==> config.mk <==
export PLATFORM = sky130hd
export DESIGN_NAME = ring_buffer_deque_flat
export DESIGN_NICKNAME = d
export VERILOG_FILES = /design/src/rtl/rbd_pkg.sv /design/src/rtl/rbd_chan_if.sv /design/src/rtl/rbd_ram.sv /design/src/rtl/rbd_ctrl.sv /design/src/rtl/ring_buffer_deque.sv /design/src/flat_wrapper.sv
export VERILOG_INCLUDE_DIRS = /design/src /design/src/rtl
export SDC_FILE = /design/constraint.sdc
export NUM_CORES = 1
export LEC_CHECK = 0
export ABC_AREA = 1
export ABC_CLOCK_PERIOD_IN_PS = 7400
export BUFFER_PORTS_ARGS = -buffer_cell sky130_fd_sc_hd__buf_2
export CAP_MARGIN = 20
export CORE_MARGIN = 2
export CORE_UTILIZATION = 61
export DETAILED_ROUTE_END_ITERATION = 16
export PLACE_DENSITY_LB_ADDON = 0.05
export SYNTH_ARGS = -nofsm -noshare
export SYNTH_HDL_FRONTEND = slang
export SYNTH_HIERARCHICAL = 1
export SYNTH_SLANG_ARGS = --single-unit
==> constraint.sdc <==
create_clock -name clk_i -period 7.4 [get_ports clk_i]
set_clock_uncertainty 0.15 [all_clocks]
set_input_delay 0 -clock clk_i [delete_from_list [all_inputs] [get_ports clk_i]]
set_output_delay 0 -clock clk_i [all_outputs]
set_load 0.02 [all_outputs]
==> src/rtl/ring_buffer_deque_macros.svh <==
// Assertion macros used by the deque top level.
`ifndef RING_BUFFER_DEQUE_MACROS_SVH
`define RING_BUFFER_DEQUE_MACROS_SVH

// Condition that must hold at every clock edge out of reset.
`define RBD_ASSERT_ALWAYS(label, cond, msg) \
  label: assert property (@(posedge clk_i) disable iff (!rst_ni) (cond)) else $error(msg);

// Consequent that must hold in the cycle after the antecedent.
`define RBD_ASSERT_NEXT(label, ante, cons, msg) \
  label: assert property (@(posedge clk_i) disable iff (!rst_ni) (ante) |=> (cons)) \
    else $error(msg);

`endif

==> src/rtl/rbd_pkg.sv <==
// Types and constants of the ring buffer deque.
package rbd_pkg;

  localparam int unsigned WORD_W = 32;
  localparam int unsigned CAP_W  = 5;
  localparam int unsigned ADDR_W = 3;
  localparam int unsigned DATA_W = 32;

  localparam logic [CAP_W-1:0] CAP_RESET = CAP_W'(16);

  // Register index 0: capacity, selected by paddr bit 2.
  localparam logic REG_CAPACITY = 1'b0;

  typedef enum logic [1:0] {
    OP_PUSH_FRONT = 2'd0,
    OP_PUSH_BACK  = 2'd1,
    OP_POP_FRONT  = 2'd2,
    OP_POP_BACK   = 2'd3
  } opcode_e;

  typedef enum logic [1:0] {
    ST_OK    = 2'd0,
    ST_FULL  = 2'd1,
    ST_EMPTY = 2'd2
  } status_e;

  // Result of one operation, minus the popped word.
  typedef struct packed {
    logic             rd_pop;
    status_e          status;
    logic [CAP_W-1:0] count;
  } op_info_t;

  // Deque state seen by the top level.
  typedef struct packed {
    logic [CAP_W-1:0] capacity;
    logic [CAP_W-1:0] cap_use;
    logic [CAP_W-1:0] count;
  } dq_status_t;

endpackage

==> src/rtl/rbd_chan_if.sv <==
// Valid/ready channel interfaces for operations and results.
interface rbd_cmd_if;
  import rbd_pkg::*;

  logic                     valid;
  logic                     ready;
  logic [1:0]               opcode;
  logic signed [WORD_W-1:0] value;

  modport source (output valid, output opcode, output value, input ready);
  modport sink (input valid, input opcode, input value, output ready);
endinterface

interface rbd_rsp_if;
  import rbd_pkg::*;

  logic                     valid;
  logic                     ready;
  logic signed [WORD_W-1:0] read_value;
  logic [1:0]               status;
  logic [CAP_W-1:0]         count;
  logic                     empty;

  modport source (output valid, output read_value, output status, output count,
                  output empty, input ready);
  modport sink (input valid, input read_value, input status, input count,
                input empty, output ready);
endinterface

==> src/rtl/rbd_ram.sv <==
// Generic single-port RAM with registered read data.
module rbd_ram #(
  parameter int unsigned WIDTH = 32,
  parameter int unsigned DEPTH = 16,
  localparam int unsigned AW = (DEPTH > 1) ? $clog2(DEPTH) : 1
) (
  input  logic             clk_i,
  input  logic             we_i,
  input  logic             re_i,
  input  logic [AW-1:0]    addr_i,
  input  logic [WIDTH-1:0] wdata_i,
  output logic [WIDTH-1:0] rdata_o
);

  logic [WIDTH-1:0] mem_q [DEPTH];
  logic [WIDTH-1:0] rdata_q;

  always_ff @(posedge clk_i) begin
    if (we_i) begin
      mem_q[addr_i] <= wdata_i;
    end
    // read data holds until the next read
    if (re_i) begin
      rdata_q <= mem_q[addr_i];
    end
  end

  assign rdata_o = rdata_q;

endmodule

==> src/rtl/rbd_ctrl.sv <==
// Head index, count and capacity of the deque; RAM address generation.
module rbd_ctrl #(
  parameter int unsigned DEPTH = 16,
  localparam int unsigned AW = (DEPTH > 1) ? $clog2(DEPTH) : 1
) (
  input  logic                      clk_i,
  input  logic                      rst_ni,
  input  logic                      accept_i,
  input  logic [1:0]                opcode_i,
  input  logic                      cfg_we_i,
  input  logic [rbd_pkg::CAP_W-1:0] cfg_data_i,
  output logic                      mem_we_o,
  output logic                      mem_re_o,
  output logic [AW-1:0]             mem_addr_o,
  output rbd_pkg::op_info_t         info_o,
  output rbd_pkg::dq_status_t       status_o
);
  import rbd_pkg::*;

  // wide enough for head + count and for DEPTH itself
  localparam int unsigned SW = ((AW > CAP_W) ? AW : CAP_W) + 1;
  localparam logic [SW-1:0] DEPTH_W = SW'(DEPTH);

  logic [CAP_W-1:0] capacity_q, capacity_d;
  logic [AW-1:0]    head_q, head_d;
  logic [CAP_W-1:0] count_q, count_d;

  logic [SW-1:0] cap_w, head_w, cnt_w;
  logic [SW-1:0] offset, back_sum, back_idx, head_inc_sum, head_inc, head_dec;
  logic          full, empty, take_back;
  op_info_t      info;
  logic          we, re;
  logic [SW-1:0] addr_w;

  // capacity saturated to 1..DEPTH
  always_comb begin
    cap_w = SW'(capacity_q);
    if (capacity_q == '0) begin
      cap_w = SW'(1);
    end else if (cap_w > DEPTH_W) begin
      cap_w = DEPTH_W;
    end
  end

  assign head_w    = SW'(head_q);
  assign cnt_w     = SW'(count_q);
  assign full      = (cnt_w >= cap_w);
  assign empty     = (count_q == '0);
  assign take_back = (opcode_e'(opcode_i) == OP_POP_BACK);

  // back slot: head + count for a push, head + count - 1 for a pop
  assign offset   = take_back ? (cnt_w - SW'(1)) : cnt_w;
  assign back_sum = head_w + offset;
  assign back_idx = (back_sum >= cap_w) ? (back_sum - cap_w) : back_sum;

  assign head_inc_sum = head_w + SW'(1);
  assign head_inc     = (head_inc_sum >= cap_w) ? (head_inc_sum - cap_w) : head_inc_sum;
  assign head_dec     = (head_q == '0) ? (cap_w - SW'(1)) : (head_w - SW'(1));

  always_comb begin
    head_d      = head_q;
    count_d     = count_q;
    capacity_d  = capacity_q;
    we          = 1'b0;
    re          = 1'b0;
    addr_w      = head_w;
    info.rd_pop = 1'b0;
    info.status = ST_OK;
    case (opcode_e'(opcode_i))
      OP_PUSH_FRONT: begin
        if (full) begin
          info.status = ST_FULL;
        end else begin
          we      = 1'b1;
          addr_w  = head_dec;
          head_d  = head_dec[AW-1:0];
          count_d = count_q + CAP_W'(1);
        end
      end
      OP_PUSH_BACK: begin
        if (full) begin
          info.status = ST_FULL;
        end else begin
          we      = 1'b1;
          addr_w  = back_idx;
          count_d = count_q + CAP_W'(1);
        end
      end
      OP_POP_FRONT: begin
        if (empty) begin
          info.status = ST_EMPTY;
        end else begin
          re          = 1'b1;
          info.rd_pop = 1'b1;
          addr_w      = head_w;
          head_d      = head_inc[AW-1:0];
          count_d     = count_q - CAP_W'(1);
        end
      end
      OP_POP_BACK: begin
        if (empty) begin
          info.status = ST_EMPTY;
        end else begin
          re          = 1'b1;
          info.rd_pop = 1'b1;
          addr_w      = back_idx;
          count_d     = count_q - CAP_W'(1);
        end
      end
      default: begin
        info.status = ST_OK;
      end
    endcase
    info.count = count_d;
    if (!accept_i) begin
      head_d  = head_q;
      count_d = count_q;
    end
    // capacity only changes while empty; head restarts at slot 0
    if (cfg_we_i && empty) begin
      capacity_d = cfg_data_i;
      head_d     = '0;
    end
  end

  always_ff @(posedge clk_i or negedge rst_ni) begin
    if (!rst_ni) begin
      capacity_q <= CAP_RESET;
      head_q     <= '0;
      count_q    <= '0;
    end else begin
      capacity_q <= capacity_d;
      head_q     <= head_d;
      count_q    <= count_d;
    end
  end

  assign mem_we_o   = accept_i & we;
  assign mem_re_o   = accept_i & re;
  assign mem_addr_o = addr_w[AW-1:0];
  assign info_o     = info;

  assign status_o.capacity = capacity_q;
  assign status_o.cap_use  = cap_w[CAP_W-1:0];
  assign status_o.count    = count_q;

endmodule

==> src/rtl/ring_buffer_deque.sv <==
// Top level of the ring buffer deque: channels, register port, result stage.
//
//   channel | direction | handshake          | payload
//   --------+-----------+--------------------+-----------------------------------
//   cmd     | in        | valid/ready        | opcode, value
//   rsp     | out       | valid/ready        | read_value, status, count, empty
//   apb     | in        | psel/penable/pwrite| capacity register at byte 0
//
// One operation per cycle sustained while rsp is ready; a cmd transfer is registered
// in stage 1 (registered read of the storage RAM) and then in the result register,
// which drives rsp valid.
// Head and count update at the cmd transfer, so the next operation sees them at once.
// A stalled rsp holds the result register; one more operation may wait behind it.
// Reset clears head, count, capacity (to 16) and the valid flags; storage is not cleared.
`include "ring_buffer_deque_macros.svh"

module ring_buffer_deque #(
  parameter int unsigned DEPTH = 16
) (
  input  logic                       clk_i,
  input  logic                       rst_ni,
  rbd_cmd_if.sink                    cmd,
  rbd_rsp_if.source                  rsp,
  input  logic                       psel,
  input  logic                       penable,
  input  logic                       pwrite,
  input  logic [rbd_pkg::ADDR_W-1:0] paddr,
  input  logic [rbd_pkg::DATA_W-1:0] pwdata,
  output logic [rbd_pkg::DATA_W-1:0] prdata,
  output logic                       pready
);
  import rbd_pkg::*;

  localparam int unsigned AW = (DEPTH > 1) ? $clog2(DEPTH) : 1;

  logic              accept;
  logic              cfg_we;
  logic              mem_we, mem_re;
  logic [AW-1:0]     mem_addr;
  logic [WORD_W-1:0] mem_rdata;
  op_info_t          info;
  dq_status_t        st;

  // stage 1: operation issued, RAM read in flight
  logic     s1_valid_q;
  op_info_t s1_info_q;

  // stage 2: result register
  logic              out_valid_q;
  logic [WORD_W-1:0] out_value_q;
  op_info_t          out_info_q;

  logic load;

  // assertion helpers
  logic full_push;
  logic rsp_stall;

  // APB: write at the access phase; pready is tied high
  assign pready = 1'b1;
  assign cfg_we = psel & penable & pwrite & (paddr[2] == REG_CAPACITY);
  assign prdata = (paddr[2] == REG_CAPACITY) ? DATA_W'(st.capacity) : '0;

  // result register frees when empty or taken this cycle
  assign load      = s1_valid_q & (~out_valid_q | rsp.ready);
  assign cmd.ready = ~s1_valid_q | load;
  assign accept    = cmd.valid & cmd.ready;

  rbd_ctrl #(
    .DEPTH(DEPTH)
  ) u_ctrl (
    .clk_i     (clk_i),
    .rst_ni    (rst_ni),
    .accept_i  (accept),
    .opcode_i  (cmd.opcode),
    .cfg_we_i  (cfg_we),
    .cfg_data_i(pwdata[CAP_W-1:0]),
    .mem_we_o  (mem_we),
    .mem_re_o  (mem_re),
    .mem_addr_o(mem_addr),
    .info_o    (info),
    .status_o  (st)
  );

  // read data holds while stage 1 stalls, since no new read is issued then
  rbd_ram #(
    .WIDTH(WORD_W),
    .DEPTH(DEPTH)
  ) u_ram (
    .clk_i  (clk_i),
    .we_i   (mem_we),
    .re_i   (mem_re),
    .addr_i (mem_addr),
    .wdata_i(cmd.value),
    .rdata_o(mem_rdata)
  );

  always_ff @(posedge clk_i or negedge rst_ni) begin
    if (!rst_ni) begin
      s1_valid_q  <= 1'b0;
      out_valid_q <= 1'b0;
    end else begin
      if (accept) begin
        s1_valid_q <= 1'b1;
      end else if (load) begin
        s1_valid_q <= 1'b0;
      end
      if (load) begin
        out_valid_q <= 1'b1;
      end else if (rsp.ready) begin
        out_valid_q <= 1'b0;
      end
    end
  end

  // payload registers
  always_ff @(posedge clk_i) begin
    if (accept) begin
      s1_info_q <= info;
    end
    if (load) begin
      out_info_q  <= s1_info_q;
      out_value_q <= s1_info_q.rd_pop ? mem_rdata : '0;
    end
  end

  assign rsp.valid      = out_valid_q;
  assign rsp.read_value = out_value_q;
  assign rsp.status     = out_info_q.status;
  assign rsp.count      = out_info_q.count;
  assign rsp.empty      = (out_info_q.count == '0);

  assign full_push = accept & (opcode_e'(cmd.opcode) inside {OP_PUSH_FRONT, OP_PUSH_BACK})
                     & (st.count == st.cap_use);
  assign rsp_stall = out_valid_q & ~rsp.ready;

  // stored words never exceed the capacity in use
  `RBD_ASSERT_ALWAYS(a_count_le_cap, st.count <= st.cap_use, "count above capacity")
  // a push into a full deque leaves the count alone
  `RBD_ASSERT_NEXT(a_full_push_hold, full_push, st.count == $past(st.count), "full push moved count")
  // an issued operation stays in stage 1 while the result register is stalled
  `RBD_ASSERT_NEXT(a_s1_hold, s1_valid_q && rsp_stall, s1_valid_q && out_valid_q, "stalled op lost")

endmodule
==> src/flat_wrapper.sv <==
// flat-port wrapper written by rule: the top's interface ports become plain ports
module ring_buffer_deque_flat import rbd_pkg::*;
#(
  parameter int unsigned DEPTH = 16
)
  (clk_i, rst_ni, psel, penable, pwrite, paddr, pwdata, prdata, pready, cmd_valid, cmd_opcode, cmd_value, cmd_ready, rsp_valid, rsp_read_value, rsp_status, rsp_count, rsp_empty, rsp_ready);
  rbd_cmd_if cmd_i ();
  rbd_rsp_if rsp_i ();
  input  logic clk_i;
  input  logic rst_ni;
  input  logic psel;
  input  logic penable;
  input  logic pwrite;
  input  logic [rbd_pkg::ADDR_W-1:0] paddr;
  input  logic [rbd_pkg::DATA_W-1:0] pwdata;
  output logic [rbd_pkg::DATA_W-1:0] prdata;
  output logic pready;
  input wire logic [$bits(cmd_i.valid)-1:0] cmd_valid;
  input wire logic [$bits(cmd_i.opcode)-1:0] cmd_opcode;
  input wire logic [$bits(cmd_i.value)-1:0] cmd_value;
  output wire logic [$bits(cmd_i.ready)-1:0] cmd_ready;
  output wire logic [$bits(rsp_i.valid)-1:0] rsp_valid;
  output wire logic [$bits(rsp_i.read_value)-1:0] rsp_read_value;
  output wire logic [$bits(rsp_i.status)-1:0] rsp_status;
  output wire logic [$bits(rsp_i.count)-1:0] rsp_count;
  output wire logic [$bits(rsp_i.empty)-1:0] rsp_empty;
  input wire logic [$bits(rsp_i.ready)-1:0] rsp_ready;
  assign cmd_i.valid = cmd_valid;
  assign cmd_i.opcode = cmd_opcode;
  assign cmd_i.value = cmd_value;
  assign cmd_ready = cmd_i.ready;
  assign rsp_valid = rsp_i.valid;
  assign rsp_read_value = rsp_i.read_value;
  assign rsp_status = rsp_i.status;
  assign rsp_count = rsp_i.count;
  assign rsp_empty = rsp_i.empty;
  assign rsp_i.ready = rsp_ready;
  ring_buffer_deque #(.DEPTH(DEPTH)) u_core (.clk_i(clk_i), .rst_ni(rst_ni), .cmd(cmd_i), .rsp(rsp_i), .psel(psel), .penable(penable), .pwrite(pwrite), .paddr(paddr), .pwdata(pwdata), .prdata(prdata), .pready(pready));
endmodule
# --- Word-level counts from Yosys, hierarchy flattened ---
# Memories as Yosys holds them, arrays and structs flattened. A register that Yosys moved wholly into a read port is not among the register bits.
# Cells that the tools add are included.
word_totals:
  regBits: 63
  mem_bits_rw: 512
  inputBits: 76
  output_inout_bits: 75
  elab_cells: 87
  n_memories: 1
op_classes:
  n_addsub: 9
  magnitude_cmp: 4
  eq_ne: 5
  n_mux: 32
  bitwise_logic: 12
  reduce_logical: 13
memory_table:
  columns: ["memory", "words", "word_bits", "read_ports", "rd_clocked_by_memory_dff", "wr", "line_no", "source"]
  rows:
  - ["u_core.u_ram.mem_q", 16, 32, 1, 1, 1, "rbd_ram.sv:15", "logic [WIDTH-1:0] mem_q [DEPTH];"]
ops:
  columns: ["operator", "n"]
  rows:
  - ["4-bit two-way mux", 10]
  - ["5-bit two-way mux", 5]
  - ["4-bit one-hot mux with 4 select lines", 1]
  - ["5-bit zero test", 3]
  - ["1-bit two-way mux", 11]
  - ["5-bit greater-or-equal comparator", 2]
  - ["5-bit one-hot mux with 2 select lines", 1]
  - ["4-bit one-hot mux with 2 select lines", 1]
  - ["4-bit by 1-bit subtractor with 4-bit output, second input constant", 2]
  - ["4-bit subtractor", 2]
  - ["1-bit bitwise AND", 7]
  - ["4-bit by 6-bit adder with 6-bit output", 1]
  - ["6-bit by 5-bit greater-or-equal comparator with 1-bit output", 1]
  - ["6-bit two-way mux", 1]
  - ["3-bit != test, second input constant", 2]
  - ["2-bit nonzero test", 3]
  - ["5-bit by 1-bit subtractor with 6-bit output, second input constant", 1]
  - ["4-bit by 1-bit adder with 5-bit output, second input constant", 1]
  - ["5-bit by 1-bit adder with 5-bit output, second input constant", 1]
  - ["5-bit > comparator, second input constant", 1]
  - ["5-bit by 1-bit subtractor with 5-bit output, second input constant", 1]
  - ["2-bit equality test, second input constant", 2]
  - ["4-bit zero test", 1]
  - ["2-bit one-hot mux with 2 select lines", 1]
  - ["9 further kinds", 13]

# --- Longest topological paths before layout ---
# Gate-level depths: netlist of the first run.
depth:
  depth_word: 9
  depth_mapped: 33
  mapped_depth_nobuf: 30

# --- Cells and area by module ---
# The synthesis of the first run kept the hierarchy.
modules_own_cells:
  columns: ["module", "instances", "cells_per_inst", "area_each_um2", "seq_area_each_um2"]
  rows:
  - ["rbd_ram", 1, 2113, 22534.1, 16335.7]
  - ["rbd_ctrl", 1, 336, 2253.4, 351.6]
  - ["ring_buffer_deque", 1, 172, 2054.5, 1461.4]

# --- Worst setup path before layout of the first run ---
# No wires, ideal clock.
synth_path:
  kind: "register -> register"
  from: "reg u_core.u_ctrl.count_q[0]"
  to: "mem u_core.u_ram.mem_q[5][0] (enable)"
  setup_time_ns: 0.421
  t_arrival_ns: 4.976
  required_time_ns: 6.829
  setup_slack_ns: 1.853
  path_stages_with_launch: 28
  path_buffers: 3
  period_less_slack_ns: 5.547
  cell_sequence: "dfrtp_1 > inv_2 > ha_1 > xor2_1 > nand2_1 > o21ai_0 > ha_1 > inv_1 > nand2_1 > nand2_1 > xor2_1 > inv_1 > ha_1 > a21oi_1 > o21bai_1 > nor2_8 > nand3_4 > nand2_1 > nand3_1 > nand2_1 > nand2_1 > nand3_1 > buf_2 > inv_1 > buf_2 > buf_2 > nand3_1 > nor2_1"
synth_via:
  elab_chain_len: 7
  word_cells_on_any_way: 17
  classes_between: "3 x add/sub; 2 x order compare; 10 x mux; 1 x bitwise; 1 x reduce/logical"
synth_lines:
  columns: ["item", "line_no", "source"]
  rows:
  - ["start, declared", "rbd_ctrl.sv:26", "logic [CAP_W-1:0] count_q, count_d;"]
  - ["start signal, assigned", "rbd_ctrl.sv:134", "count_q <= count_d;"]
  - ["5-bit by 1-bit subtractor with 6-bit output", "rbd_ctrl.sv:52", "assign offset = take_back ? (cnt_w - SW'(1)) : cnt_w;"]
  - ["6-bit two-way mux", "rbd_ctrl.sv:52", null]
  - ["4-bit by 6-bit adder with 6-bit output", "rbd_ctrl.sv:53", "assign back_sum = head_w + offset;"]
  - ["6-bit by 5-bit greater-or-equal comparator with 1-bit output / 4-bit subtractor (equally long branches)", "rbd_ctrl.sv:54", "assign back_idx = (back_sum >= cap_w) ? (back_sum - cap_w) : back_sum;"]
  - ["4-bit two-way mux", "rbd_ctrl.sv:54", null]
  - ["4-bit two-way mux, on equally long branches", "rbd_ctrl.sv:101, rbd_ctrl.sv:81", null]
  - ["4-bit one-hot mux with 4 select lines *", "rbd_ctrl.sv:69", "case (opcode_e'(opcode_i))"]
  - ["named net u_core.mem_addr[1]", "ring_buffer_deque.sv:39", "logic [AW-1:0] mem_addr;"]
  - ["end, declared", "rbd_ram.sv:15", null]
# The timed path passes the listed nets; every way through them passes the cells marked *.

# --- Worst setup path in the final report of the first run ---
layout_path:
  from: "reg u_core.u_ctrl.count_q[0]"
  to: "reg u_core.u_ram.rdata_q[16], in the netlist u_core/u_ram/rdata_o[16] (read register of u_core.u_ram.mem_q) (data pin)"
layout_via:
  elab_chain_len: 7
  word_cells_on_any_way: 15
  classes_between: "3 x add/sub; 2 x order compare; 8 x mux; 1 x bitwise; 1 x reduce/logical"
layout_lines:
  columns: ["item", "line_no", "source"]
  rows:
  - ["5-bit by 1-bit subtractor with 6-bit output", "rbd_ctrl.sv:52", null]
  - ["6-bit two-way mux", "rbd_ctrl.sv:52", null]
  - ["4-bit by 6-bit adder with 6-bit output", "rbd_ctrl.sv:53", null]
  - ["6-bit by 5-bit greater-or-equal comparator with 1-bit output / 4-bit subtractor (equally long branches)", "rbd_ctrl.sv:54", null]
  - ["4-bit two-way mux", "rbd_ctrl.sv:54", null]
  - ["4-bit two-way mux, on equally long branches", "rbd_ctrl.sv:101, rbd_ctrl.sv:81", null]
  - ["4-bit one-hot mux with 4 select lines *", "rbd_ctrl.sv:69", null]
  - ["named net u_core.mem_addr[3]", "ring_buffer_deque.sv:39", null]
  - ["end, declared", "rbd_ram.sv:16", "logic [WIDTH-1:0] rdata_q;"]
# Marked as above.
# A chain may end at the register's enable or synchronous reset.

==> results of run 1 <==
-- worst max path at each step --
| stage | start | to | slack (ns) |
|---|---|---|---|
| 2_1_floorplan | u_core/u_ctrl/count_q[0] | u_core/u_ram/mem_q[5][0] | 1.85 |
| 3_3_place_gp | u_core/u_ctrl/count_q[0] | u_core/u_ram/rdata_o[20] | 1.75 |
| 3_5_place_dp | u_core/u_ctrl/count_q[0] | u_core/u_ram/rdata_o[16] | 1.71 |
| 4_1_cts | u_core/u_ctrl/count_q[0] | u_core/u_ram/rdata_o[16] | 1.65 |
| 5_1_grt | u_core/u_ctrl/count_q[0] | u_core/u_ram/rdata_o[16] | 1.17 |
| 6_report | u_core/u_ctrl/count_q[0] | u_core/u_ram/rdata_o[16] | 1.66 |
-- area by class of cell --
cell class / count / area, um2 / share of cell area, %
flip-flops and latches: 607 / 18150 / 59.70
diodes: 1 / 2.502 / 0.008232
well taps: 585 / 732.0 / 2.408
inverters: 157 / 601.8 / 1.980
repair buffers: 189 / 1526 / 5.021
clock inverters: 36 / 406.6 / 1.338
multi-input cells: 1746 / 7417 / 24.40
clock buffers: 74 / 1564 / 5.145
-- timing repair --
item                                   4_1_cts  5_1_grt
resized for setup                            0        0
endpoints found under the hold margin      559        0
hold buffers                                61        0
-- flip-flops by register name, indices dropped and copies added, names as in the netlist, 2 cells and up --
name	cells
u_core/s1_info_q	8
u_core/u_ctrl/head_q	4
u_core/rsp.count	5
u_core/rsp.status	2
u_core/u_ram/mem_q	512
u_core/u_ctrl/capacity_q	5
u_core/u_ctrl/count_q	5
u_core/u_ram/rdata_o	32
u_core/rsp.read_value	32
-- critical path: cells and delay by family, from the launching register on --
kind	cells	cell delay, ns
buffers and inverters	6	1.53
and+or+nand+nor	10	1.26
adders and majority gates	3	0.94
AOI/OAI and AO/OA	5	0.94
DFF	1	0.40
xor gates and xnor gates	2	0.36
-- cell usage in the layout, fill, tap and decap left out, drive strengths merged --
cell type	count
o211ai	2
inv	158
a221oi	1
dlygate4sd3	61
buf	128
nand3b	1
dfstp	1
a21boi	2
o21ai	20
bufinv	8
o21a	1
fa	3
a21oi	17
mux2	2
o2111ai	1
o21bai	1
edfxtp	591
xnor2	3
clkinv	27
nor2	61
nor3	1
nand3	43
conb	28
nand4	11
nand2	1509
xor2	12
ha	24
dfrtp	15
a21o	3
clkbuf	74
diode	1
-- metrics by stage --
| step | hold WS, ns | utilization, % | setup WS (ns) | cell area, um2 | instances |
|---|---|---|---|---|---|
| detailed placement | -0.1777 | 64.29 | 1.714 | 27820 | 3223 |
| global placement | -0.1887 | 64.29 | 1.746 | 27820 | 3223 |
| CTS | 0.02220 | 70.25 | 1.652 | 30400 | 3394 |
| floorplan | -0.4456 | - | 1.853 | 26930 | 2645 |
| finish | 0.09215 | 70.26 | 1.655 | 30400 | 3395 |
| global route | 0.1349 | 70.26 | 1.172 | 30400 | 3395 |
-- routing by layer --
layer,share of wire (%),global-route usage (%),routed length [um],up-vias
met5,0,0,0,-
met4,2.2,8.022,1357,0
met3,6.4,3.779,3972,97
met2,49,47.41,30310,573
met1,42,38.29,26210,8508
li1,-,-,-,8655
==> qor.csv, run 1 <==
stage,metric,value,unit
outcome,status,"complete, no violations",
worst_setup_path,timing.critical_path.from_type,flop,
detailed_routing,detailroute.via_count,17830,
detailed_routing,routed_wire_length_per_instance,18.22,um
yosys,ys.warnings.count,6,
sta,finalCritPeriodShare,77.63,%
sta,setup_repair_after_global_routing_missed_its_margin,false,
yosys,post_synth_instance_area,26830,um2
worst_setup_path,ff2ff_path_depth,26,
yosys,post_synth_inst_count,2619,
worst_setup_path,rr_startpoint,u_core/u_ctrl/count_q[0],
sta,achievable-frequency,174.1,MHz
detailed_routing,detail_route.iter0.violations,1438,
detailed_routing,drt-vias-per-instance,5.253,
job,cap_violations,0,
die,fp.coreArea,43270,um2
detailed_routing,drc,0,
cts,postCtsSetupBuffers,0,
worst_setup_path,cp_class,reg -> reg,
place,place_congestion,0.8829,
sta,slew-limit-headroom,33.82,%
global_routing,grt_pass1_vias,17250,
yosys,postSynthAreaPerCell,10.25,um2
cts,clk_pin_slew_worst_paths,0.06,ns
cells_and_area,fillerInstances,3169,
min_path,timing.hold.worst_path_depth,5,
sta,tightest_slew,0.9927,ns
cts,clkSinkCount,607,
sta,hold_violations,0,
cts,cts_buffers,60,
worst_setup_path,cp-end-kind,flop,
worst_setup_path,timing.critical_path.slowest_stage_cell,sky130_fd_sc_hd__inv_1,
worst_setup_path,timing.critical_path.required,7.74,ns
cts,cts_root_buffer,sky130_fd_sc_hd__clkbuf_16,
worst_setup_path,reg2reg_setup_slack,1.66,ns
global_routing,number_of_antenna_violations_at_the_first_check_in_global_routing,1,
place,placement.io_buffers,93,
die,die-height,213.7,um
die,die_area,45680,um2
cells_and_area,drive_above_1_share,9.932,%
die,initial_utilization,62.02,%
global_routing,global_route.overflow_total,0,
sta,report.final.setup_viol,0,
global_routing,global_route.usage.total,27.98,%
sta,final_max_slew_viol_count,0,
cts,htree_levels,2,
detailed_routing,detail-route-antenna-nets,0,
worst_setup_path,max_stage_delay,0.73,ns
min_path,timing.hold.worst.class,in -> reg,
worst_setup_path,timing.rr.end,u_core/u_ram/rdata_o[16],
worst_setup_path,worst-path-max-fanout,17,
min_path,min_from,rsp_ready,
global_routing,grt_max_degree,189,
die,die_x,213.7,um
detailed_routing,route.final.wire_length,61.85,mm
sta,totalNegativeSetupSlack,0,ns
die,floorplan.rows,76,
min_path,worst_hold_path.endpoint,u_core/rsp.valid,
cells_and_area,nets,2864,
worst_setup_path,critical_path_most_common_cell,sky130_fd_sc_hd__nand2_1,
cells_and_area,areaGrowthSynthToFinish,13.28,%
global_routing,grt_first_pass_wirelength,95.66,mm
worst_setup_path,arrival_time_at_the_worst_endpoint,6.08,ns
sta,min_period,5.745,ns
die,number_of_top_level_design_ports,151,
cts,clk_latency,0.63,ns
cts,clockBufferDepth,3,
place,detailed_place_hpwl,33.48,mm
cts,tritoncts,yes,
detailed_routing,detailedRoute.firstPassIterationCount,5,
Power of run 1 is left out: the tool's default activity adds up to more than one toggle a clock period on the data nets, which glitch-free logic cannot reach.
==> run 2: changes to the inputs <==
Settings changed: ABC_CLOCK_PERIOD_IN_PS 7400 to 4800, CORE_UTILIZATION 61 to 55.
Clock period 7.4 ns to 4.8 ns, I/O delays scaled along.
==> run 2 against run 1 <==
  * Maximum frequency is 27% higher
  * Utilization is 5.3 points lower
  * Count of clock-buffer cells in the layout is 4 lower
  * Final cell count is 2.0% higher
  * Setup slack worse by 1.4 ns
  * Final area is 2.4% higher
  * Global-route usage is 2.7 points lower
  * Die area is 11% higher
  * Critical path type unchanged
  * Critical endpoint is now u_core/u_ram/mem_q[10][16]
  * Highest routed layer is now met5
==> qor.csv, run 2 (synthesized netlist as in run 1, its figures left out) <==
stage,metric,value,unit
outcome,status,"complete, no violations",
cts,cts_root_buffer,sky130_fd_sc_hd__clkbuf_16,
worst_setup_path,arrival_time_at_the_worst_endpoint,4.66,ns
die,initial_utilization,55.97,%
worst_setup_path,timing.critical_path.slowest_stage_cell,sky130_fd_sc_hd__fa_1,
min_path,min_from,rsp_ready,
die,die_area,50570,um2
cells_and_area,fillerInstances,3747,
worst_setup_path,timing.rr.end,u_core/u_ram/mem_q[10][16],
sta,min_period,4.510,ns
worst_setup_path,cp_class,reg -> reg,
cells_and_area,seq_area,18150,um2
sta,final_max_slew_viol_count,0,
worst_setup_path,critical_path_most_common_cell,sky130_fd_sc_hd__nand2_1,
cts,clk_latency,0.64,ns
worst_setup_path,critical_path.cell_chain,"inv_2, buf_4, xor2_1, ha_1, fa_1, inv_1, fa_1, nand2_1, nand3_1, nor2_4, nor2_8, nand3_4, nand2_1, nand3_1, nand2_1, nand2_1, nand3_1, inv_1, nand2_1, buf_4, nor2_4, buf_12",
detailed_routing,routed_wire_length_per_instance,18.17,um
worst_setup_path,worst-path-max-fanout,19,
sta,hold_violations,0,
cells_and_area,largest_reg_by_ff_count,u_core/u_ram/mem_q,
cells_and_area,drive_above_1_share,11.34,%
detailed_routing,drc,0,
detailed_routing,detailedRoute.firstPassIterationCount,5,
worst_setup_path,max_stage_delay,0.56,ns
sta,finalWorstSetupSlack,0.2904,ns
worst_setup_path,timing.critical_path.required,4.95,ns
die,fp.coreArea,47950,um2
cts,clk_pin_slew_worst_paths,0.06,ns
cells_and_area,n_antenna_cell,0,
job,cap_violations,0,
die,die-height,224.9,um
detailed_routing,detailroute.via_count,17830,
cts,htree_levels,2,
detailed_routing,detail-route-antenna-nets,0,
cells_and_area,areaGrowthSynthToFinish,16.02,%
global_routing,global_route.overflow_total,0,
die,floorplan.rows,80,
cells_and_area,nets,2907,
die,die_x,224.9,um
place,placement.io_buffers,93,
detailed_routing,detail_route.iter0.violations,1466,
detailed_routing,met2RoutedLength,30.95,mm
cts,clockBufferDepth,3,
global_routing,grt_first_pass_wirelength,97.00,mm
worst_setup_path,critical_path_s_top_delay_family,simple AND/OR/NAND/NOR gates,
worst_setup_path,path_buf_inv,6,
worst_setup_path,reg2reg_setup_slack,0.29,ns
cts,tritoncts,yes,
cells_and_area,layout.cell_area.non_filler,31130,um2
min_path,timing.hold.worst.class,in -> reg,
worst_setup_path,rr_startpoint,u_core/u_ctrl/count_q[0],
worst_setup_path,worst_path_depth,22,
sta,slew-limit-headroom,35.64,%
detailed_routing,met3_wirelength,3.689,mm
detailed_routing,route.final.wire_length,62.93,mm
min_path,timing.hold.worst_path_depth,5,
global_routing,number_of_antenna_violations_at_the_first_check_in_global_routing,1,
cells_and_area,mostFrequentLayoutCell,sky130_fd_sc_hd__nand2_1,
place,place_congestion,0.8558,
die,number_of_top_level_design_ports,151,
sta,report.final.setup_viol,0,
sta,tightest_slew,0.9653,ns
detailed_routing,met1_wire_length,27.07,mm
cells_and_area,multi_input_comb_area,7450,um2
cells_and_area,largest_register_ffs,512,
worst_setup_path,timing.critical_path.from_type,flop,
place,post_dp_cell_area,28370,um2
global_routing,global_route.usage.total,25.30,%
global_routing,grt_pass1_vias,17040,
min_path,worst_hold_path.endpoint,u_core/rsp.valid,
sta,finalCritPeriodShare,93.95,%
sta,achievable-frequency,221.7,MHz
worst_setup_path,ff2ff_path_depth,22,
global_routing,grt_max_degree,101,
place,pre_cts_slack,0.08928,ns
detailed_routing,routed.top_layer,met5,
cts,cts_buffers,61,
cells_and_area,layout.cells.most_common_list,"sky130_fd_sc_hd__nand2_1 (1502), sky130_fd_sc_hd__edfxtp_1 (591), sky130_fd_sc_hd__inv_1 (142)",
worst_setup_path,cp-end-kind,flop,
place,detailed_place_hpwl,34.79,mm
cts,clkSinkCount,607,
detailed_routing,drt-vias-per-instance,5.149,
[run 2: changes by cell type in the layout (fill, tap and decap cells not counted), sizes merged]
cell | previous run | this run
inv | 158 | 157
bufinv | 8 | 9
diode | 1 | 0
buf | 128 | 165
dlygate4sd3 | 61 | 64
clkinv | 27 | 26
clkinvlp | 0 | 2
clkbuf | 74 | 72
[run 2: worst max path at each step]
| stage | startpoint | end |
|---|---|---|
| after detailed placement | u_core/u_ctrl/count_q[0] | u_core/u_ram/mem_q[0][19] |
| after floorplan | u_core/u_ctrl/count_q[0] | u_core/u_ram/mem_q[5][0] |
| after global routing | u_core/u_ctrl/count_q[0] | u_core/u_ram/mem_q[10][16] |
| after global placement | u_core/u_ctrl/count_q[0] | u_core/u_ram/mem_q[10][12] |
| final | u_core/u_ctrl/count_q[0] | u_core/u_ram/mem_q[10][16] |
| after CTS | u_core/u_ctrl/count_q[0] | u_core/u_ram/mem_q[0][16] |
[run 2: layout make-up]
| type | instances | share of cell area (%) |
|---|---|---|
| repair buffers | 231 | 6.901 |
| multi-input cells | 1746 | 23.93 |
| well taps | 615 | 2.472 |
| clock inverters | 37 | 1.310 |
| clock buffers | 70 | 5.148 |
| inverters | 157 | 1.941 |
| flip-flops and latches | 607 | 58.30 |
[run 2: worst min-delay path, stage by stage]
cell and delay [ns]:
sky130_fd_sc_hd__dlygate4sd3_1 0.52, sky130_fd_sc_hd__buf_2 0.10, sky130_fd_sc_hd__inv_1 0.08, sky130_fd_sc_hd__nand2_1 0.07, sky130_fd_sc_hd__nand2_1 0.04
[run 2: through the flow]
stage | hold slack, ns | util [%] | instances | setup TNS (ns)
6_report | 0.05986 | 64.93 | 3463 | 0
5_1_grt | 0.08597 | 64.93 | 3463 | -0.6339
2_1_floorplan | -0.4456 | - | 2645 | -113.71
3_5_place_dp | -0.2079 | 59.17 | 3290 | 0
3_3_place_gp | -0.2080 | 59.17 | 3290 | 0
4_1_cts | 0.03032 | 64.70 | 3461 | 0
[run 2: per-layer routing]
metal | track usage, % | vias up
li1 | - | 8732
met1 | 34.31 | 8498
met2 | 43.43 | 520
met3 | 3.370 | 78
met4 | 6.430 | 2
met5 | 0 | -
[run 2: timing repair]
action                     4_1_cts  5_1_grt
setup endpoints to repair        0      472
hold endpoints to repair       560        0
setup buffers                    0        0
resized for setup                0       14
hold buffers                    64        0
Power of run 2 is left out for the same reason.
